[src/hw/rtl/n2v_pkg.sv]
// Shared types, widths and constants of the RGB to NV21 converter.
package n2v_pkg;

   localparam int PIXEL_WIDTH         = 8;
   localparam int LUMA_OFFSET_WIDTH   = 24;
   localparam int CHROMA_OFFSET_WIDTH = 25;
   localparam int CSR_DATA_WIDTH      = 13;
   localparam int CSR_INDEX_WIDTH     = 1;

   localparam int DEFAULT_MAX_WIDTH   = 4096;
   localparam int DEFAULT_MAX_HEIGHT  = 4096;
   localparam int RESET_FRAME_WIDTH   = 640;
   localparam int RESET_FRAME_HEIGHT  = 480;

   localparam int QUEUE_DEPTH         = 2;

   typedef enum logic [CSR_INDEX_WIDTH-1:0] {
      CSR_FRAME_WIDTH  = 1'b0,
      CSR_FRAME_HEIGHT = 1'b1
   } csr_index_type;

   // One classified pixel, handed from the front end to the color datapath.
   typedef struct packed {
      logic [PIXEL_WIDTH-1:0]         blue;
      logic [PIXEL_WIDTH-1:0]         green;
      logic [PIXEL_WIDTH-1:0]         red;
      logic [LUMA_OFFSET_WIDTH-1:0]   luma_offset;
      logic                           has_chroma;
      logic [CHROMA_OFFSET_WIDTH-1:0] chroma_offset;
      logic                           frame_end;
   } n2v_item_type;

   // Queue status seen by the back end.
   typedef struct packed {
      logic         valid;
      n2v_item_type item;
   } n2v_queue_head_type;

endpackage

[src/hw/rtl/rgb_to_nv21_converter.sv]
// Top level of the BGR pixel stream to NV21 converter.
//
// Pixels enter on the req_ channel in raster order, one transaction per pixel,
// and each pixel leaves as one rsp_ transaction: its luma and luma byte offset,
// and on even rows and even columns a V/U pair and the V byte offset (U sits at
// the next byte). rsp_frame_end marks the last pixel of a frame.
// The csr_ port sets frame width (index 0) and height (index 1); write it only
// while no pixel is in flight. A write between frames applies to the next one.
// Throughput is one pixel per clock while rsp_stall is low. An accepted pixel
// passes through the input queue, the weighted-sum register and the output
// register, which takes the shifted and clamped result. The raster counters
// update once per accepted pixel.
// req_stall rises only when the two-entry queue is full, so a stalled receiver
// backs up the datapath first and the front end a few pixels later; the result
// held on rsp_ stays unchanged while rsp_stall is high.
// Reset restores 640x480, empties the pipeline and restarts at frame start.
module rgb_to_nv21_converter import n2v_pkg::*; #(
   parameter int MAX_WIDTH  = DEFAULT_MAX_WIDTH,
   parameter int MAX_HEIGHT = DEFAULT_MAX_HEIGHT
) (
   input  logic                           clock,
   input  logic                           reset,
   input  logic                           csr_write,
   input  logic [CSR_INDEX_WIDTH-1:0]     csr_index,
   input  logic [CSR_DATA_WIDTH-1:0]      csr_wdata,
   input  logic                           req_valid,
   output logic                           req_stall,
   input  logic [PIXEL_WIDTH-1:0]         req_blue,
   input  logic [PIXEL_WIDTH-1:0]         req_green,
   input  logic [PIXEL_WIDTH-1:0]         req_red,
   output logic                           rsp_valid,
   input  logic                           rsp_stall,
   output logic [PIXEL_WIDTH-1:0]         rsp_luma,
   output logic [LUMA_OFFSET_WIDTH-1:0]   rsp_luma_offset,
   output logic                           rsp_has_chroma,
   output logic [PIXEL_WIDTH-1:0]         rsp_chroma_v,
   output logic [PIXEL_WIDTH-1:0]         rsp_chroma_u,
   output logic [CHROMA_OFFSET_WIDTH-1:0] rsp_chroma_offset,
   output logic                           rsp_frame_end
);

   logic               q_full;
   logic               q_push;
   logic               q_pop;
   n2v_item_type       q_item;
   n2v_queue_head_type q_head;

   n2v_front #(
      .MAX_WIDTH  (MAX_WIDTH),
      .MAX_HEIGHT (MAX_HEIGHT)
   ) u_front (
      .clock     (clock),
      .reset     (reset),
      .csr_write (csr_write),
      .csr_index (csr_index),
      .csr_wdata (csr_wdata),
      .req_valid (req_valid),
      .req_stall (req_stall),
      .req_blue  (req_blue),
      .req_green (req_green),
      .req_red   (req_red),
      .q_full    (q_full),
      .q_push    (q_push),
      .q_item    (q_item)
   );

   n2v_queue u_queue (
      .clock     (clock),
      .reset     (reset),
      .push      (q_push),
      .push_item (q_item),
      .full      (q_full),
      .pop       (q_pop),
      .head      (q_head)
   );

   n2v_back u_back (
      .clock             (clock),
      .reset             (reset),
      .head              (q_head),
      .pop               (q_pop),
      .rsp_valid         (rsp_valid),
      .rsp_stall         (rsp_stall),
      .rsp_luma          (rsp_luma),
      .rsp_luma_offset   (rsp_luma_offset),
      .rsp_has_chroma    (rsp_has_chroma),
      .rsp_chroma_v      (rsp_chroma_v),
      .rsp_chroma_u      (rsp_chroma_u),
      .rsp_chroma_offset (rsp_chroma_offset),
      .rsp_frame_end     (rsp_frame_end)
   );

endmodule

[src/hw/rtl/n2v_front.sv]
// Front end: frame registers, raster counters and buffer offset generation.
module n2v_front import n2v_pkg::*; #(
   parameter int MAX_WIDTH  = DEFAULT_MAX_WIDTH,
   parameter int MAX_HEIGHT = DEFAULT_MAX_HEIGHT
) (
   input  logic                       clock,
   input  logic                       reset,
   input  logic                       csr_write,
   input  logic [CSR_INDEX_WIDTH-1:0] csr_index,
   input  logic [CSR_DATA_WIDTH-1:0]  csr_wdata,
   input  logic                       req_valid,
   output logic                       req_stall,
   input  logic [PIXEL_WIDTH-1:0]     req_blue,
   input  logic [PIXEL_WIDTH-1:0]     req_green,
   input  logic [PIXEL_WIDTH-1:0]     req_red,
   input  logic                       q_full,
   output logic                       q_push,
   output n2v_item_type               q_item
);

   localparam int WW  = $clog2(MAX_WIDTH + 1);
   localparam int HW  = $clog2(MAX_HEIGHT + 1);
   localparam int CW  = $clog2(MAX_WIDTH);
   localparam int RW  = $clog2(MAX_HEIGHT);
   localparam int SWW = (WW > CSR_DATA_WIDTH) ? WW : CSR_DATA_WIDTH;
   localparam int SHW = (HW > CSR_DATA_WIDTH) ? HW : CSR_DATA_WIDTH;
   localparam int AW  = WW + HW;
   localparam int RESET_W_SAT = (RESET_FRAME_WIDTH > MAX_WIDTH) ? MAX_WIDTH
                                                                : RESET_FRAME_WIDTH;
   localparam int RESET_H_SAT = (RESET_FRAME_HEIGHT > MAX_HEIGHT) ? MAX_HEIGHT
                                                                  : RESET_FRAME_HEIGHT;
   localparam logic [CHROMA_OFFSET_WIDTH-1:0] RESET_AREA =
      CHROMA_OFFSET_WIDTH'(RESET_W_SAT * RESET_H_SAT);

   function automatic logic [WW-1:0] sat_w(input logic [CSR_DATA_WIDTH-1:0] v);
      logic [SWW-1:0] x;
      x = SWW'(v);
      if (x < SWW'(2))              return WW'(2);
      else if (x > SWW'(MAX_WIDTH)) return WW'(MAX_WIDTH);
      else                          return WW'(x);
   endfunction

   function automatic logic [HW-1:0] sat_h(input logic [CSR_DATA_WIDTH-1:0] v);
      logic [SHW-1:0] x;
      x = SHW'(v);
      if (x < SHW'(2))               return HW'(2);
      else if (x > SHW'(MAX_HEIGHT)) return HW'(MAX_HEIGHT);
      else                           return HW'(x);
   endfunction

   logic [CSR_DATA_WIDTH-1:0]      frame_width_ff, frame_width_in;
   logic [CSR_DATA_WIDTH-1:0]      frame_height_ff, frame_height_in;
   logic [CHROMA_OFFSET_WIDTH-1:0] area_ff, area_in;
   logic [CW-1:0]                  column_ff, column_in;
   logic [RW-1:0]                  row_ff, row_in;
   logic [LUMA_OFFSET_WIDTH-1:0]   luma_index_ff, luma_index_in;
   logic [CHROMA_OFFSET_WIDTH-1:0] chroma_index_ff, chroma_index_in;

   logic [WW-1:0]                  width_sat;
   logic [HW-1:0]                  height_sat;
   logic [AW-1:0]                  mul_a, mul_b, area_prod;
   logic                           accept;
   logic                           frame_start;
   logic                           chroma;
   logic                           row_last;
   logic                           frame_last;
   logic [WW-1:0]                  column_inc;
   logic [HW-1:0]                  row_inc;
   logic [LUMA_OFFSET_WIDTH-1:0]   luma_use;
   logic [CHROMA_OFFSET_WIDTH-1:0] chroma_use;

   assign width_sat  = sat_w(frame_width_ff);
   assign height_sat = sat_h(frame_height_ff);

   // Keep the chroma plane base in step with every dimension write.
   always_comb begin
      frame_width_in  = frame_width_ff;
      frame_height_in = frame_height_ff;
      mul_a           = AW'(width_sat);
      mul_b           = AW'(height_sat);
      if (csr_write) begin
         unique case (csr_index)
            CSR_FRAME_WIDTH: begin
               frame_width_in = csr_wdata;
               mul_a          = AW'(sat_w(csr_wdata));
            end
            CSR_FRAME_HEIGHT: begin
               frame_height_in = csr_wdata;
               mul_b           = AW'(sat_h(csr_wdata));
            end
            default: begin
            end
         endcase
      end
      area_prod = mul_a * mul_b;
      area_in   = CHROMA_OFFSET_WIDTH'(area_prod);
   end

   assign req_stall = q_full;
   assign accept    = req_valid && !q_full;

   always_comb begin
      frame_start = (column_ff == '0) && (row_ff == '0);
      luma_use    = frame_start ? '0 : luma_index_ff;
      chroma_use  = frame_start ? area_ff : chroma_index_ff;
      chroma      = !row_ff[0] && !column_ff[0];
      column_inc  = WW'(column_ff) + WW'(1);
      row_inc     = HW'(row_ff) + HW'(1);
      row_last    = column_inc >= width_sat;
      frame_last  = row_last && (row_inc >= height_sat);

      q_item.blue          = req_blue;
      q_item.green         = req_green;
      q_item.red           = req_red;
      q_item.luma_offset   = luma_use;
      q_item.has_chroma    = chroma;
      q_item.chroma_offset = chroma ? chroma_use : '0;
      q_item.frame_end     = frame_last;
      q_push               = accept;

      luma_index_in   = luma_use + LUMA_OFFSET_WIDTH'(1);
      chroma_index_in = chroma ? chroma_use + CHROMA_OFFSET_WIDTH'(2) : chroma_use;
      priority if (frame_last) begin
         column_in = '0;
         row_in    = '0;
      end else if (row_last) begin
         column_in = '0;
         row_in    = row_inc[RW-1:0];
      end else begin
         column_in = column_inc[CW-1:0];
         row_in    = row_ff;
      end
   end

   always_ff @(posedge clock) begin
      if (reset) begin
         frame_width_ff  <= CSR_DATA_WIDTH'(RESET_FRAME_WIDTH);
         frame_height_ff <= CSR_DATA_WIDTH'(RESET_FRAME_HEIGHT);
         area_ff         <= RESET_AREA;
         column_ff       <= '0;
         row_ff          <= '0;
         luma_index_ff   <= '0;
         chroma_index_ff <= '0;
      end else begin
         frame_width_ff  <= frame_width_in;
         frame_height_ff <= frame_height_in;
         area_ff         <= area_in;
         if (accept) begin
            column_ff       <= column_in;
            row_ff          <= row_in;
            luma_index_ff   <= luma_index_in;
            chroma_index_ff <= chroma_index_in;
         end
      end
   end

endmodule

[src/hw/rtl/n2v_queue.sv]
// Short FIFO between the front end and the color datapath.
module n2v_queue import n2v_pkg::*; (
   input  logic               clock,
   input  logic               reset,
   input  logic               push,
   input  n2v_item_type       push_item,
   output logic               full,
   input  logic               pop,
   output n2v_queue_head_type head
);

   localparam int PW = (QUEUE_DEPTH > 1) ? $clog2(QUEUE_DEPTH) : 1;
   localparam int NW = $clog2(QUEUE_DEPTH + 1);

   n2v_item_type  entry_ff [QUEUE_DEPTH];
   logic [PW-1:0] wr_ptr_ff, wr_ptr_in;
   logic [PW-1:0] rd_ptr_ff, rd_ptr_in;
   logic [NW-1:0] count_ff, count_in;

   assign full       = count_ff == NW'(QUEUE_DEPTH);
   assign head.valid = count_ff != '0;
   assign head.item  = entry_ff[rd_ptr_ff];

   always_comb begin
      wr_ptr_in = wr_ptr_ff;
      rd_ptr_in = rd_ptr_ff;
      count_in  = count_ff;
      if (push) begin
         wr_ptr_in = (wr_ptr_ff == PW'(QUEUE_DEPTH - 1)) ? '0 : wr_ptr_ff + PW'(1);
      end
      if (pop) begin
         rd_ptr_in = (rd_ptr_ff == PW'(QUEUE_DEPTH - 1)) ? '0 : rd_ptr_ff + PW'(1);
      end
      unique case ({push, pop})
         2'b10:   count_in = count_ff + NW'(1);
         2'b01:   count_in = count_ff - NW'(1);
         default: count_in = count_ff;
      endcase
   end

   always_ff @(posedge clock) begin
      if (reset) begin
         wr_ptr_ff <= '0;
         rd_ptr_ff <= '0;
         count_ff  <= '0;
      end else begin
         wr_ptr_ff <= wr_ptr_in;
         rd_ptr_ff <= rd_ptr_in;
         count_ff  <= count_in;
      end
   end

   always_ff @(posedge clock) begin
      if (push) begin
         entry_ff[wr_ptr_ff] <= push_item;
      end
   end

endmodule

[src/hw/rtl/n2v_back.sv]
// Back end: two-stage color datapath (weighted sums, then shift and clamp).
module n2v_back import n2v_pkg::*; (
   input  logic                           clock,
   input  logic                           reset,
   input  n2v_queue_head_type             head,
   output logic                           pop,
   output logic                           rsp_valid,
   input  logic                           rsp_stall,
   output logic [PIXEL_WIDTH-1:0]         rsp_luma,
   output logic [LUMA_OFFSET_WIDTH-1:0]   rsp_luma_offset,
   output logic                           rsp_has_chroma,
   output logic [PIXEL_WIDTH-1:0]         rsp_chroma_v,
   output logic [PIXEL_WIDTH-1:0]         rsp_chroma_u,
   output logic [CHROMA_OFFSET_WIDTH-1:0] rsp_chroma_offset,
   output logic                           rsp_frame_end
);

   function automatic logic [PIXEL_WIDTH-1:0] clamp_chroma(input logic signed [16:0] s);
      logic signed [9:0] x;
      x = {s[16], s[16:8]} + 10'sd128;
      if (x < 10'sd0)        return '0;
      else if (x > 10'sd255) return 8'd255;
      else                   return x[7:0];
   endfunction

   logic                           s1_valid_ff, s1_valid_in;
   logic [15:0]                    s1_luma_ff, s1_luma_in;
   logic signed [16:0]             s1_u_ff, s1_u_in;
   logic signed [16:0]             s1_v_ff, s1_v_in;
   logic [LUMA_OFFSET_WIDTH-1:0]   s1_luma_offset_ff;
   logic                           s1_has_chroma_ff;
   logic [CHROMA_OFFSET_WIDTH-1:0] s1_chroma_offset_ff;
   logic                           s1_frame_end_ff;

   logic                           rsp_valid_ff, rsp_valid_in;
   logic [PIXEL_WIDTH-1:0]         luma_ff, luma_in;
   logic [PIXEL_WIDTH-1:0]         chroma_v_ff, chroma_v_in;
   logic [PIXEL_WIDTH-1:0]         chroma_u_ff, chroma_u_in;
   logic [LUMA_OFFSET_WIDTH-1:0]   luma_offset_ff;
   logic                           has_chroma_ff;
   logic [CHROMA_OFFSET_WIDTH-1:0] chroma_offset_ff;
   logic                           frame_end_ff;

   logic                           s2_ready;
   logic                           s1_ready;
   logic signed [16:0]             b_s, g_s, r_s;

   // Advance a stage whenever the one after it is empty or draining.
   assign s2_ready = !rsp_valid_ff || !rsp_stall;
   assign s1_ready = !s1_valid_ff || s2_ready;
   assign pop      = head.valid && s1_ready;

   always_comb begin
      b_s = signed'(17'(head.item.blue));
      g_s = signed'(17'(head.item.green));
      r_s = signed'(17'(head.item.red));
      s1_luma_in = 16'd77 * 16'(head.item.red) + 16'd150 * 16'(head.item.green)
                 + 16'd29 * 16'(head.item.blue);
      s1_u_in    = 17'sd131 * b_s - 17'sd44 * r_s - 17'sd87 * g_s;
      s1_v_in    = 17'sd131 * r_s - 17'sd110 * g_s - 17'sd21 * b_s;
      s1_valid_in = s1_ready ? pop : s1_valid_ff;
   end

   always_comb begin
      rsp_valid_in = s2_ready ? s1_valid_ff : rsp_valid_ff;
      luma_in      = s1_luma_ff[15:8];
      chroma_v_in  = s1_has_chroma_ff ? clamp_chroma(s1_v_ff) : '0;
      chroma_u_in  = s1_has_chroma_ff ? clamp_chroma(s1_u_ff) : '0;
   end

   always_ff @(posedge clock) begin
      if (reset) begin
         s1_valid_ff  <= 1'b0;
         rsp_valid_ff <= 1'b0;
      end else begin
         s1_valid_ff  <= s1_valid_in;
         rsp_valid_ff <= rsp_valid_in;
      end
   end

   always_ff @(posedge clock) begin
      if (pop) begin
         s1_luma_ff          <= s1_luma_in;
         s1_u_ff             <= s1_u_in;
         s1_v_ff             <= s1_v_in;
         s1_luma_offset_ff   <= head.item.luma_offset;
         s1_has_chroma_ff    <= head.item.has_chroma;
         s1_chroma_offset_ff <= head.item.chroma_offset;
         s1_frame_end_ff     <= head.item.frame_end;
      end
      if (s2_ready && s1_valid_ff) begin
         luma_ff          <= luma_in;
         chroma_v_ff      <= chroma_v_in;
         chroma_u_ff      <= chroma_u_in;
         luma_offset_ff   <= s1_luma_offset_ff;
         has_chroma_ff    <= s1_has_chroma_ff;
         chroma_offset_ff <= s1_chroma_offset_ff;
         frame_end_ff     <= s1_frame_end_ff;
      end
   end

   assign rsp_valid         = rsp_valid_ff;
   assign rsp_luma          = luma_ff;
   assign rsp_luma_offset   = luma_offset_ff;
   assign rsp_has_chroma    = has_chroma_ff;
   assign rsp_chroma_v      = chroma_v_ff;
   assign rsp_chroma_u      = chroma_u_ff;
   assign rsp_chroma_offset = chroma_offset_ff;
   assign rsp_frame_end     = frame_end_ff;

endmodule

[config.mk]
export PLATFORM = sky130hd
export DESIGN_NAME = rgb_to_nv21_converter
export DESIGN_NICKNAME = d
export VERILOG_FILES = /design/src/hw/rtl/n2v_pkg.sv /design/src/hw/rtl/rgb_to_nv21_converter.sv /design/src/hw/rtl/n2v_front.sv /design/src/hw/rtl/n2v_queue.sv /design/src/hw/rtl/n2v_back.sv
export SDC_FILE = /design/constraint.sdc
export NUM_CORES = 2
export LEC_CHECK = 0
export BUFFER_PORTS_ARGS = -buffer_cell sky130_fd_sc_hd__buf_4
export CAP_MARGIN = 20
export CORE_AREA = 2 2 344 278
export CTS_CLUSTER_SIZE = 25
export DETAILED_ROUTE_END_ITERATION = 8
export DIE_AREA = 0 0 346 280
export HOLD_SLACK_MARGIN = 0.15
export PLACE_DENSITY = 0.56
export REMOVE_ABC_BUFFERS = 1
export SYNTH_ARGS = -nofsm -noshare
export SYNTH_HDL_FRONTEND = slang
export SYNTH_SLANG_ARGS = --single-unit
[constraint.sdc]
create_clock -name clock -period 12.4 [get_ports clock]
set_clock_uncertainty 0.05 [all_clocks]
set_input_delay 3.72 -clock clock [delete_from_list [all_inputs] [get_ports clock]]
set_output_delay 3.72 -clock clock [all_outputs]
set_load 0.01 [all_outputs]
==> results_dict.tcl <==
set metrics [dict create \
    run_status "finished clean" \
    ys_ff_latch 433 \
    dpl_worst_slack_ns 1.16 \
    critPathArrivalTime_ns 10.99 \
    postCtsHoldBufs 0 \
    row_count 101 \
    cts.htree.levels 2 \
    setup-violations-final 0 \
    num_vias 22250 \
    synth_enable_flop_cells 302 \
    finalWorstPathRequiredPeriod_ns 10.59 \
    buffer_ports.inserted 119 \
    synthCells 3187 \
    die_footprint_um2 96900 \
    first_global_vias 21872 \
    leading_post_synthesis_cells_by_cell_area "edfxtp_1, fa_1, ha_1, dfxtp_1, inv_1" \
    core_um2 93800 \
    drt_wl_total_um 78000 \
    gr-usage-met3_pct 3.36 \
    antennaDiodeCount 0 \
    worstMarginPinSlew_ns 1.11 \
    timing.final.max_slew_violations 0 \
    max-clock-path-buffers 3 \
    holdCritPathClass "flip-flop to flip-flop" \
    worstSetupStartpointType "input port" \
    detail_route.vias_per_cell 4.86 \
    synth_largest_type_area_fraction_pct 27.9 \
    post_cts_buffers 0 \
    grt_antenna_before_repair 1 \
    critical_path_peak_fanout 10 \
    placedCellCount 4486 \
    die_width_um 346 \
    cts_made_buffers 49 \
    data_required_time_of_the_critical_path_ns 12.81 \
    detail_route.first_pass.iterations 6 \
    initial_core_util_pct 34.7 \
    finalWeightedCongestion 0.903 \
    yosys_warnings 0 \
    synth_largest_area_cell "edfxtp_1" \
    max_freq_mhz 94.5 \
    fin_tns_setup_ns 0 \
    critPathKind "input port to flip-flop" \
    synth.yosys.seq_area_share_pct 36.0 \
    post-route-drc-count 0 \
    busiest_layer "met1" \
    grt_pass1_wl_um 124000 \
    final_min_period_over_clock_period_pct 85.4 \
    holdWs_ns 0.342 \
    globalRouteOverflowTotal 0 \
    syn_avg_cell_area_um2 10.2 \
    post_cts.resized_instances 0 \
    hpwlAfterDp_um 59200 \
    cts_root_buffer "clkbuf_16" \
    synthDistinctLibCells 80 \
    critPathCaptureType "flip-flop" \
    clock_latency_ns 0.63 \
    drive_above_1_share_pct 9.40 \
    grt_use_met2_pct 23.5 \
    pin_count_of_the_biggest_net_entering_global_routing 91 \
    maxCapViolCount 0 \
    antenna_violating_nets_post_route 0 \
    globalRouteMet1Util_pct 24.7 \
    fin_hold_viols 0 \
    clk_pin_slew_ns 0.06 \
    netlist_area_um2 32500 \
    tritoncts "built" \
    timing.slew.headroom_pct 26.0 \
    grt_setup_unrepaired "no" \
    drt_iter0_markers 1409 \
    final_nets 3954 \
    floorplan.io_pins 120 \
    postSynth.asyncResetShare_pct 0 \
    areaGrowthSynthToFinish_pct 12.2 \
    drt-wirelength-per-cell_um 17.0 \
    die_h_um 280 \
    slack_of_the_critical_path_ns 1.81 \
    globalRouteTotalUtil_pct 16.2 \
    stdcell_count 4578 \
    numClockSinks 433 \
    yosys_most_used_dff "edfxtp_1" \
]
## placed cells by master, fill, tap and decap left out, types with 9 or more instances in the layout
master,n
inv_1,503
ha_1,369
edfxtp_1,302
nand2_1,290
nor2_1,248
fa_1,240
a21oi_1,154
buf_4,153
dfxtp_1,130
xnor2_1,84
o21ai_0,81
nand3_1,74
mux2_2,60
clkbuf_16,50
xor2_1,46
nor3_1,45
o21a_1,42
mux2i_1,37
and2_1,33
and3_1,32
nand2b_1,32
a21o_1,30
a31oi_1,20
nand4_1,20
o21ai_1,19
nor2b_1,19
o211ai_1,18
o21bai_1,16
clkbuf_1,14
nor4_1,13
or3_1,13
a211oi_1,12
clkinv_1,9
clkinv_2,9
## worst paths after layout
check	startpoint	endpoint	slack, ns	depth (start not counted)
setup reg to reg	flip-flop	u_back.s1_luma_ff[15]	4.05	28
hold reg to reg	u_back.s1_luma_ff[15]	u_back.rsp_luma[7]	0.34	0
hold / removal	u_back.s1_luma_ff[15]	u_back.rsp_luma[7]	0.34	0
setup / recovery	csr_wdata[4]	u_front.area_ff[24]	1.81	27
## kinds of logic after synthesis
family | share of synthesized area [%]
simple gates | 12.4
fa+ha+maj | 29.0
buf+inv | 7.01
compound gates | 8.71
flops | 36.0
xor+xnor | 3.57
mux | 3.30
## flip-flops by register name (all words and copies together) (netlist names), 9 cells and up, named ones only
signal                      cells
u_queue.entry_ff              150
u_back.rsp_chroma_offset       25
u_back.s1_chroma_offset_ff     25
u_front.area_ff                25
u_front.chroma_index_ff        25
u_back.rsp_luma_offset         24
u_back.s1_luma_offset_ff       24
u_front.luma_index_ff          24
u_front.frame_height_ff        13
u_front.frame_width_ff         13
u_front.column_ff              12
u_front.row_ff                 12
u_back.s1_u_ff                  9
u_back.s1_v_ff                  9
## layer usage
| metal | wire [µm] | vias to the layer above |
|---|---|---|
| met3 | 5080 | 79 |
| met5 | 0 | - |
| met2 | 31800 | 549 |
| li1 | - | 10947 |
| met1 | 39700 | 10675 |
| met4 | 1380 | 0 |
## synth_stat cells, drive strengths merged (64+ instances only)
cell type	number
ha	369
nor2	252
edfxtp	302
xnor2	84
fa	240
inv	503
clkbuf	64
nand2	291
dfxtp	131
o21ai	100
nand3	74
a21oi	154
## cell type report
class	instances	area, µm²
Multi-Input combinational cell	2159	18600
Clock inverter	26	275
Tap cell	1236	1550
Timing Repair Buffer	154	1180
Inverter	505	1900
Clock buffer	65	1320
Fill cell	9260	57300
Sequential cell	433	11700
## per-stage QoR
stage,cell area (µm²),utilization [%]
floorplan,32100,-
global placement,34900,37.2
detailed placement,34900,37.2
CTS,36400,38.9
global route,36500,38.9
finish,36500,38.9
## worst max-delay path, stage by stage
cell       delay (ns)
buf_4            0.14
nor4_1           0.26
nand3_1          0.15
o21ai_1          0.54
nand2_1          0.21
o21ai_0          0.67
nand2_1          0.17
fa_1             0.57
inv_1            0.04
ha_1             0.26
inv_1            0.05
fa_1             0.52
inv_1            0.06
fa_1             0.53
inv_1            0.05
fa_1             0.55
inv_1            0.07
ha_1             0.37
a2111oi_0        0.49
o21ai_0          0.26
a31oi_1          0.35
o31ai_1          0.18
o221a_2          0.32
nor4_1           0.17
a21oi_1          0.08
xnor2_1          0.16
nor2_1           0.05
Power is not shown: default switching activity piles up to over one toggle a cycle in this logic, so the estimate is an artifact.
